File: config.mk
export PLATFORM = sky130hd
export DESIGN_NAME = matrix_sensor_debounce
export DESIGN_NICKNAME = d
export VERILOG_FILES = /design/src/design/msd_pkg.sv /design/src/design/msd_map.sv /design/src/design/msd_cell_mem.sv /design/src/design/msd_update.sv /design/src/design/matrix_sensor_debounce.sv
export SDC_FILE = /design/constraint.sdc
export NUM_CORES = 2
export LEC_CHECK = 0
export BUFFER_PORTS_ARGS = -buffer_cell sky130_fd_sc_hd__clkbuf_2
export CORE_MARGIN = 1
export CORE_UTILIZATION = 25
export DETAILED_ROUTE_END_ITERATION = 8
export PLACE_DENSITY = 0.46
export SLEW_MARGIN = 5
export SYNTH_ARGS = -nofsm -noshare
export SYNTH_HDL_FRONTEND = slang
export SYNTH_HIERARCHICAL = 1
export SYNTH_SLANG_ARGS = --single-unit
File: constraint.sdc
create_clock -name clk -period 7.25 [get_ports clk]
set_clock_uncertainty 0.15 [all_clocks]
set_input_delay 1.45 -clock clk [delete_from_list [all_inputs] [get_ports clk]]
set_output_delay 1.45 -clock clk [all_outputs]
set_load 0.02 [all_outputs]
File: src/design/msd_pkg.sv
// msd_pkg: shared types, register codes and reset constants for the
// matrix sensor debouncer. No dependencies.
`default_nettype none
package msd_pkg;

  localparam int ROWS_DEF    = 8;
  localparam int COLS_DEF    = 8;
  localparam int MAP_ENTRY_W = 3;
  localparam int MAP_W       = 8 * MAP_ENTRY_W;
  localparam int TIME_W      = 32;
  localparam int DEB_W       = 16;
  localparam int CFG_W       = 24;
  localparam int CFG_IDX_W   = 2;
  localparam int S_DATA_W    = 40;
  localparam int M_DATA_W    = 8;

  // identity permutation: entry i holds i
  localparam logic [MAP_W-1:0] MAP_RST      = 24'd16434824;
  localparam logic [DEB_W-1:0] DEBOUNCE_RST = 16'd100;

  typedef enum logic [CFG_IDX_W-1:0] {
    REG_AXIS_SWAP = 2'd0,
    REG_ROW_MAP   = 2'd1,
    REG_COL_MAP   = 2'd2,
    REG_DEBOUNCE  = 2'd3
  } cfg_reg_t;

  typedef struct packed {
    logic              stable;
    logic              last_raw;
    logic [TIME_W-1:0] change_time;
  } cell_state_t;

endpackage
`default_nettype wire

File: src/design/msd_map.sv
// msd_map: physical to logical cell remap with optional axis swap and clamp.
// Depends on msd_pkg.
`default_nettype none
module msd_map #(
  parameter int ROWS   = 8,
  parameter int COLS   = 8,
  parameter int CELL_W = 6
) (
  input  wire logic [msd_pkg::MAP_ENTRY_W-1:0] raw_row,
  input  wire logic [msd_pkg::MAP_ENTRY_W-1:0] raw_col,
  input  wire logic                            axis_swap,
  input  wire logic [msd_pkg::MAP_W-1:0]       row_map,
  input  wire logic [msd_pkg::MAP_W-1:0]       col_map,
  output logic      [msd_pkg::MAP_ENTRY_W-1:0] logical_row,
  output logic      [msd_pkg::MAP_ENTRY_W-1:0] logical_col,
  output logic      [CELL_W-1:0]               cell_addr
);
  import msd_pkg::*;

  logic [MAP_ENTRY_W-1:0] row_idx, col_idx, row_ent, col_ent;

  always_comb begin
    row_idx = axis_swap ? raw_col : raw_row;
    col_idx = axis_swap ? raw_row : raw_col;
    row_ent = row_map[MAP_ENTRY_W*row_idx +: MAP_ENTRY_W];
    col_ent = col_map[MAP_ENTRY_W*col_idx +: MAP_ENTRY_W];
    // entries past the matrix edge pin to the last row/column
    logical_row = (int'(row_ent) >= ROWS) ? MAP_ENTRY_W'(ROWS - 1) : row_ent;
    logical_col = (int'(col_ent) >= COLS) ? MAP_ENTRY_W'(COLS - 1) : col_ent;
    cell_addr = CELL_W'(int'(logical_row) * COLS + int'(logical_col));
  end

endmodule
`default_nettype wire

File: src/design/msd_cell_mem.sv
// msd_cell_mem: per-cell debounce state, one write and one registered read
// port, with per-entry valid flags so unwritten cells read as zero.
// Depends on msd_pkg.
`default_nettype none
module msd_cell_mem #(
  parameter int DEPTH  = 64,
  parameter int CELL_W = 6
) (
  input  wire logic                 clk,
  input  wire logic                 rst,
  input  wire logic                 rd_en,
  input  wire logic [CELL_W-1:0]    rd_addr,
  output msd_pkg::cell_state_t      rd_data,
  input  wire logic                 wr_en,
  input  wire logic [CELL_W-1:0]    wr_addr,
  input  wire msd_pkg::cell_state_t wr_data
);
  import msd_pkg::*;

  cell_state_t        mem [DEPTH];
  logic [DEPTH-1:0]   valid;
  cell_state_t        rd_q;
  logic               rd_valid;

  always_ff @(posedge clk) begin
    if (wr_en) begin
      mem[wr_addr] <= wr_data;
    end
    if (rd_en) begin
      rd_q <= mem[rd_addr];
    end
  end

  always_ff @(posedge clk) begin
    if (rst) begin
      valid    <= '0;
      rd_valid <= 1'b0;
    end else begin
      if (wr_en) begin
        valid[wr_addr] <= 1'b1;
      end
      if (rd_en) begin
        rd_valid <= valid[rd_addr];
      end
    end
  end

  assign rd_data = rd_valid ? rd_q : '0;

endmodule
`default_nettype wire

File: src/design/msd_update.sv
// msd_update: debounce decision for one cell, old state in, new state out.
// Depends on msd_pkg.
`default_nettype none
module msd_update (
  input  wire msd_pkg::cell_state_t           cur,
  input  wire logic                           reading,
  input  wire logic [msd_pkg::TIME_W-1:0]     now_ms,
  input  wire logic [msd_pkg::DEB_W-1:0]      debounce_ms,
  output msd_pkg::cell_state_t                nxt,
  output logic                                changed
);
  import msd_pkg::*;

  logic [TIME_W-1:0] elapsed;

  always_comb begin
    elapsed = now_ms - cur.change_time;  // wraps mod 2^32
    nxt     = cur;
    if (reading != cur.stable) begin
      if (reading != cur.last_raw) begin
        nxt.last_raw    = reading;
        nxt.change_time = now_ms;
      end else if (elapsed >= TIME_W'(debounce_ms)) begin
        nxt.stable = reading;
      end
    end else begin
      nxt.last_raw    = reading;
      nxt.change_time = now_ms;
    end
    changed = nxt.stable != cur.stable;
  end

endmodule
`default_nettype wire

File: src/design/matrix_sensor_debounce.sv
// matrix_sensor_debounce: top level, cell remap, state memory pipeline,
// forwarding and output register. Depends on msd_pkg, msd_map,
// msd_cell_mem, msd_update.
//
//   port group   dir  contents
//   s_t*         in   sample: raw_row, raw_col, reading, now_ms
//   m_t*         out  result: logical_row, logical_col, present, changed
//   cfg_*        in   register writes, no read-back
//
// One sample per cycle sustained unless the output stalls. The state memory read
// runs as a sample enters the update stage; update and write-back as it leaves.
// A write-back is forwarded to the next sample when both hit the same cell.
// Synchronous reset clears all cell state at once through per-entry valid
// flags. An output stall holds the update stage and drops s_tready.
`default_nettype none
module matrix_sensor_debounce #(
  parameter int ROWS = msd_pkg::ROWS_DEF,
  parameter int COLS = msd_pkg::COLS_DEF
) (
  input  wire logic                           clk,
  input  wire logic                           rst,
  // raw_row[2:0], raw_col[5:3], reading[6], now_ms[38:7], zero pad
  input  wire logic [msd_pkg::S_DATA_W-1:0]   s_tdata,
  input  wire logic                           s_tvalid,
  output logic                                s_tready,
  // logical_row[2:0], logical_col[5:3], present[6], changed[7]
  output logic      [msd_pkg::M_DATA_W-1:0]   m_tdata,
  output logic                                m_tvalid,
  input  wire logic                           m_tready,
  input  wire logic                           cfg_wen,
  input  wire logic [msd_pkg::CFG_IDX_W-1:0]  cfg_index,
  input  wire logic [msd_pkg::CFG_W-1:0]      cfg_data
);
  import msd_pkg::*;

  localparam int CELLS  = ROWS * COLS;
  localparam int CELL_W = $clog2(CELLS);

  // configuration
  logic             axis_swap;
  logic [MAP_W-1:0] row_map, col_map;
  logic [DEB_W-1:0] debounce_ms;

  always_ff @(posedge clk) begin
    if (rst) begin
      axis_swap   <= 1'b0;
      row_map     <= MAP_RST;
      col_map     <= MAP_RST;
      debounce_ms <= DEBOUNCE_RST;
    end else if (cfg_wen) begin
      case (cfg_reg_t'(cfg_index))
        REG_AXIS_SWAP: axis_swap   <= cfg_data[0];
        REG_ROW_MAP:   row_map     <= cfg_data[MAP_W-1:0];
        REG_COL_MAP:   col_map     <= cfg_data[MAP_W-1:0];
        REG_DEBOUNCE:  debounce_ms <= cfg_data[DEB_W-1:0];
        default: ;
      endcase
    end
  end

  // input fields
  logic [MAP_ENTRY_W-1:0] in_row, in_col;
  logic                   in_reading;
  logic [TIME_W-1:0]      in_now;

  assign in_row     = s_tdata[2:0];
  assign in_col     = s_tdata[5:3];
  assign in_reading = s_tdata[6];
  assign in_now     = s_tdata[38:7];

  logic [MAP_ENTRY_W-1:0] map_lr, map_lc;
  logic [CELL_W-1:0]      map_cell;

  msd_map #(.ROWS(ROWS), .COLS(COLS), .CELL_W(CELL_W)) u_map (
    .raw_row    (in_row),
    .raw_col    (in_col),
    .axis_swap  (axis_swap),
    .row_map    (row_map),
    .col_map    (col_map),
    .logical_row(map_lr),
    .logical_col(map_lc),
    .cell_addr  (map_cell)
  );

  // update stage
  logic                   s1_valid;
  logic [MAP_ENTRY_W-1:0] s1_lr, s1_lc;
  logic [CELL_W-1:0]      s1_cell;
  logic                   s1_reading;
  logic [TIME_W-1:0]      s1_now;
  logic                   s1_adv, accept;

  assign s1_adv   = s1_valid && (!m_tvalid || m_tready);
  assign s_tready = !s1_valid || s1_adv;
  assign accept   = s_tvalid && s_tready;

  always_ff @(posedge clk) begin
    if (rst) begin
      s1_valid <= 1'b0;
    end else if (accept) begin
      s1_valid <= 1'b1;
    end else if (s1_adv) begin
      s1_valid <= 1'b0;
    end
  end

  always_ff @(posedge clk) begin
    if (accept) begin
      s1_lr      <= map_lr;
      s1_lc      <= map_lc;
      s1_cell    <= map_cell;
      s1_reading <= in_reading;
      s1_now     <= in_now;
    end
  end

  cell_state_t mem_q, cur, nxt;
  logic        upd_changed;

  msd_cell_mem #(.DEPTH(CELLS), .CELL_W(CELL_W)) u_mem (
    .clk    (clk),
    .rst    (rst),
    .rd_en  (accept),
    .rd_addr(map_cell),
    .rd_data(mem_q),
    .wr_en  (s1_adv),
    .wr_addr(s1_cell),
    .wr_data(nxt)
  );

  // last write-back, for a read issued in the same cycle as that write
  logic              fw_valid;
  logic [CELL_W-1:0] fw_cell;
  cell_state_t       fw_data;

  always_ff @(posedge clk) begin
    if (rst) begin
      fw_valid <= 1'b0;
    end else if (s1_adv) begin
      fw_valid <= 1'b1;
    end
  end

  always_ff @(posedge clk) begin
    if (s1_adv) begin
      fw_cell <= s1_cell;
      fw_data <= nxt;
    end
  end

  assign cur = (fw_valid && fw_cell == s1_cell) ? fw_data : mem_q;

  msd_update u_upd (
    .cur        (cur),
    .reading    (s1_reading),
    .now_ms     (s1_now),
    .debounce_ms(debounce_ms),
    .nxt        (nxt),
    .changed    (upd_changed)
  );

  // output register
  always_ff @(posedge clk) begin
    if (rst) begin
      m_tvalid <= 1'b0;
    end else if (s1_adv) begin
      m_tvalid <= 1'b1;
    end else if (m_tready) begin
      m_tvalid <= 1'b0;
    end
  end

  always_ff @(posedge clk) begin
    if (s1_adv) begin
      m_tdata <= {upd_changed, nxt.stable, s1_lc, s1_lr};
    end
  end

`ifndef SYNTHESIS
  // a change of stable value always lands on the sampled reading
  a_change_matches_reading: assert property (@(posedge clk) disable iff (rst)
    s1_adv && upd_changed |-> nxt.stable == s1_reading && cur.last_raw == s1_reading)
    else $error("stable value changed without a confirmed reading");

  // a held update stage keeps its sample
  a_stage_holds: assert property (@(posedge clk) disable iff (rst)
    s1_valid && !s1_adv |=> s1_valid && $stable(s1_cell) && $stable(s1_now))
    else $error("update stage lost its sample while stalled");

  // every write-back is offered as a result on the next cycle
  a_result_follows_write: assert property (@(posedge clk) disable iff (rst)
    s1_adv |=> m_tvalid && m_tdata[6] == fw_data.stable)
    else $error("result does not match the written cell state");
`endif

endmodule
`default_nettype wire

==> flow_metrics.env <==
export IMPL_status="complete, no violations"
export IMPL_drc_errors=0
export IMPL_synth_top_area_share_pct=72.4
export IMPL_fin_tns_setup_ns=0
export IMPL_synth_ff_type="edfxtp_1"
export IMPL_yosysTopAreaCell="edfxtp_1"
export IMPL_avgSynthCellArea_um2=20.9
export IMPL_slew_headroom_pct=14.0
export IMPL_grt_ovfl_total=0
export IMPL_fp_dieW_um=620
export IMPL_dp_hpwl_um=157000
export IMPL_coreArea_um2=380000
export IMPL_cts_tree="done"
export IMPL_grtUsageMet3_pct=1.93
export IMPL_pwr_share_clk_pct=39.7
export IMPL_rsz0062_at_grt="false"
export IMPL_fillCellCount=37000
export IMPL_max_freq_mhz=149
export IMPL_synth_seq_cells=2435
export IMPL_use_met1_pct=19.6
export IMPL_synthMuxAreaShare_pct=16.9
export IMPL_seq_power_share_pct=48.6
export IMPL_irDropWorstVdd_mv=0.179
export IMPL_drive_gt1_share_pct=29.6
export IMPL_layout_nets=5016
export IMPL_finalHoldViolCount=0
export IMPL_synth_cell_area_um2=95500
export IMPL_synth_seq_area_share_pct=75.1
export IMPL_cp_required_ns=7.71
export IMPL_crit_path_end_kind="flop"
export IMPL_first_pass_iters=6
export IMPL_synth_edf_count=2302
export IMPL_finalWirelength_um=270000
export IMPL_grt_max_degree=98
export IMPL_p_leak_uw=0.0350
export IMPL_power_switching_uw=7980
export IMPL_cts_buffers=275
export IMPL_synth_area_top_cells="edfxtp_1 72%, mux4_2 16%, dfxtp_1 2.8%"
export IMPL_cts_root_buf="clkbuf_16"
export IMPL_power_internal_uw=24800
export IMPL_synth_common_cells="2302 x edfxtp_1, 669 x mux4_2, 216 x nor2_1"
export IMPL_synth_most_common_cell="edfxtp_1"
export IMPL_met2_usage_pct=22.6
export IMPL_clk_pin_slew_worst_paths_ns=0.06
export IMPL_vias=47400
export IMPL_synth_async_sr_flop_share_pct=0
export IMPL_cts_buffer_depth=4
export IMPL_synth_xor_area_share_pct=0.275
export IMPL_wire_per_inst_um=26.7
export IMPL_syn_inst=4561
export IMPL_gp_congestion=0.793
export IMPL_postRouteAntennaNets=0
export IMPL_row_count=226
export IMPL_synth_top_family_by_area="multiplexers"
export IMPL_yosys_area_share_adder_pct=0.663
export IMPL_max_cap_violations=0
export IMPL_drt_iter0_drc=4261
export IMPL_antenna_found_initial=26
export IMPL_swShare_pct=24.3
export IMPL_viasPerCell=4.68
export IMPL_crit_type="reg -> reg"
export IMPL_arrival_ns=7.19
export IMPL_htreeDepth=5
export IMPL_synth_nets=4682
export IMPL_finalSetupViolations=0
export IMPL_clock_sinks=2435
export IMPL_combPwrFrac_pct=11.6
export IMPL_period_minus_slack_ns=6.73
export IMPL_finalPower_uw=32800
export IMPL_period_share_pct=92.8
export IMPL_grt_pass1_wl_um=379000
export IMPL_grt_pass1_vias=48500
export IMPL_synth_compound_area_share_pct=2.38
export IMPL_die_y_um=620
export IMPL_worstMarginPinSlew_ns=1.29
export IMPL_synth_simple_area_share_pct=3.17
export IMPL_start_util_pct=25.2
export IMPL_worstSetupStartpointType="flop"
export IMPL_clkLatencyLatePin_ns=0.87
export IMPL_maxSlewViolCount=0
export IMPL_pwr_density_cell_nw_per_um2=293
export IMPL_io_buffer_count=79
export IMPL_busiest_layer="met2"
export IMPL_ioPinCount=81
export IMPL_yosysWarnings=6
export IMPL_die_area_um2=385000
export IMPL_grt_usage_pct=13.8
export IMPL_min_path_type="reg -> reg"
export IMPL_critPathMaxFanout=65
export IMPL_synth_cell_types=74
export IMPL_areaGrowthSynthToFinish_pct=17.2
kinds of logic (layout without fill, tap and decap cells):
kind of cell	after synthesis	count (layout)
and+or+nand+nor	655	655
DFF	2435	2435
adders and majority gates	50	50
muxes	767	767
AOI/OAI and AO/OA	324	324
buffers and inverters	300	837
other	0	8
xor gates and xnor gates	30	30
stage by stage:
step	hold WS (ns)	std cells	util (%)	cell area [µm²]	setup WS [ns]
finish	0.266	10100	29.5	112000	0.523
global route	0.273	10100	29.5	112000	0.0914
CTS	0.266	10100	29.5	112000	0.427
detailed placement	0.256	9633	27.3	104000	0.499
global placement	0.252	9633	27.3	104000	0.368
floorplan	0.250	4561	-	95600	0.527
placed cells by master, fill, tap and decap left out, types with 7 or more instances in the layout:
cell and n:
edfxtp_1 2302, mux4_2 669, clkbuf_16 281, nand2_1 213, buf_4 194, nor2_1 154, dfxtp_1 133, a22oi_1 85
clkbuf_2 78, a21oi_1 77, mux2_2 71, clkbuf_1 64, nor2_4 62, inv_1 58, clkinv_1 50, ha_1 49
clkinv_2 46, and2_1 41, nand3_1 40, nand3b_1 31, buf_12 27, nor2b_1 24, o21ai_0 24, a21o_1 21
xnor2_1 20, nand2b_1 20, mux2i_1 19, nor3_1 17, a221oi_1 16, o211ai_1 14, nand4_1 13, xor2_1 10
a22o_1 10, bufinv_16 9, diode_2 8, inv_6 8, clkinvlp_4 8, o21bai_1 8, and3_1 7
cell type report:
type | count | area (µm²) | area share, %
diodes | 8 | 20.0 | 0.0179
clock buffers | 351 | 7350 | 6.57
clock inverters | 129 | 961 | 0.858
inverters | 58 | 218 | 0.194
multi-input cells | 1826 | 23000 | 20.5
flip-flops and latches | 2435 | 71800 | 64.1
well taps | 5016 | 6280 | 5.60
repair buffers | 299 | 2390 | 2.13
worst paths after layout:
check / cells after the start / slack, ns / end / start
worst max-delay path: 26 / 0.52 / u_mem/mem[9][33]$_DFFE_PP_ / s1_cell[3]$_DFFE_PP_
worst min-delay path: 0 / 0.27 / m_tdata[4]$_DFFE_PP_ / s1_lc[1]$_DFFE_PP_
worst max register to register: 26 / 0.52 / u_mem/mem[9][33]$_DFFE_PP_ / s1_cell[3]$_DFFE_PP_
worst min register to register: 0 / 0.27 / m_tdata[4]$_DFFE_PP_ / s1_lc[1]$_DFFE_PP_
registers in the layout, indices dropped and copies added (netlist names), 6 cells and up:
signal	flops
col_map	24
debounce_ms	16
fw_cell	6
fw_data	33
m_tdata	8
row_map	24
s1_cell	6
s1_now	32
u_mem/mem	2176
u_mem/rd_q	34
u_mem/valid	64
what timing repair did:
item / in CTS / in global routing
hold buffers: 0 / 0
setup buffers: 0 / 1
gates resized for setup: 0 / 2
setup endpoints to repair: 0 / 65
per-layer routing:
metal  routed length (µm)  part of all wire (%)  vias to the layer above
met3                13900                   5.1                      322
met1               122000                    45                    26100
li1                     -                     -                    19600
met4                 4760                   1.8                        4
met5                   32                 0.012                        -
met2               129000                    48                     1349
power groups by stage:
stage / logic, µW / clock network [µW] / registers (µW)
floorplan: 2320 / 0 / 16200
global placement: 3840 / 0 / 16200
detailed placement: 3890 / 0 / 16200
CTS: 3890 / 13400 / 15900
global route: 4070 / 13900 / 16000
finish: 3820 / 13000 / 16000
worst max-delay path: stages, from the launching register on:
cell       delay, ns
edfxtp_1        0.50
xnor2_1         0.22
nand4_1         0.20
nor4_4          0.28
buf_12          0.20
mux2_2          0.36
inv_1           0.06
ha_1            0.27
o211ai_1        0.17
a21oi_1         0.11
o41ai_2         0.38
o21bai_1        0.21
nor2b_1         0.18
nor2_1          0.13
xnor2_1         0.15
ha_1            0.27
a21o_1          0.19
a21o_1          0.17
a2111oi_1       0.42
buf_4           0.19
o2111ai_1       0.09
a221oi_1        0.27
nand4_1         0.12
buf_4           0.18
or4_1           0.53
nand3_2         0.12
buf_12          0.23
Note: power is estimated with default switching activity, not from simulation.
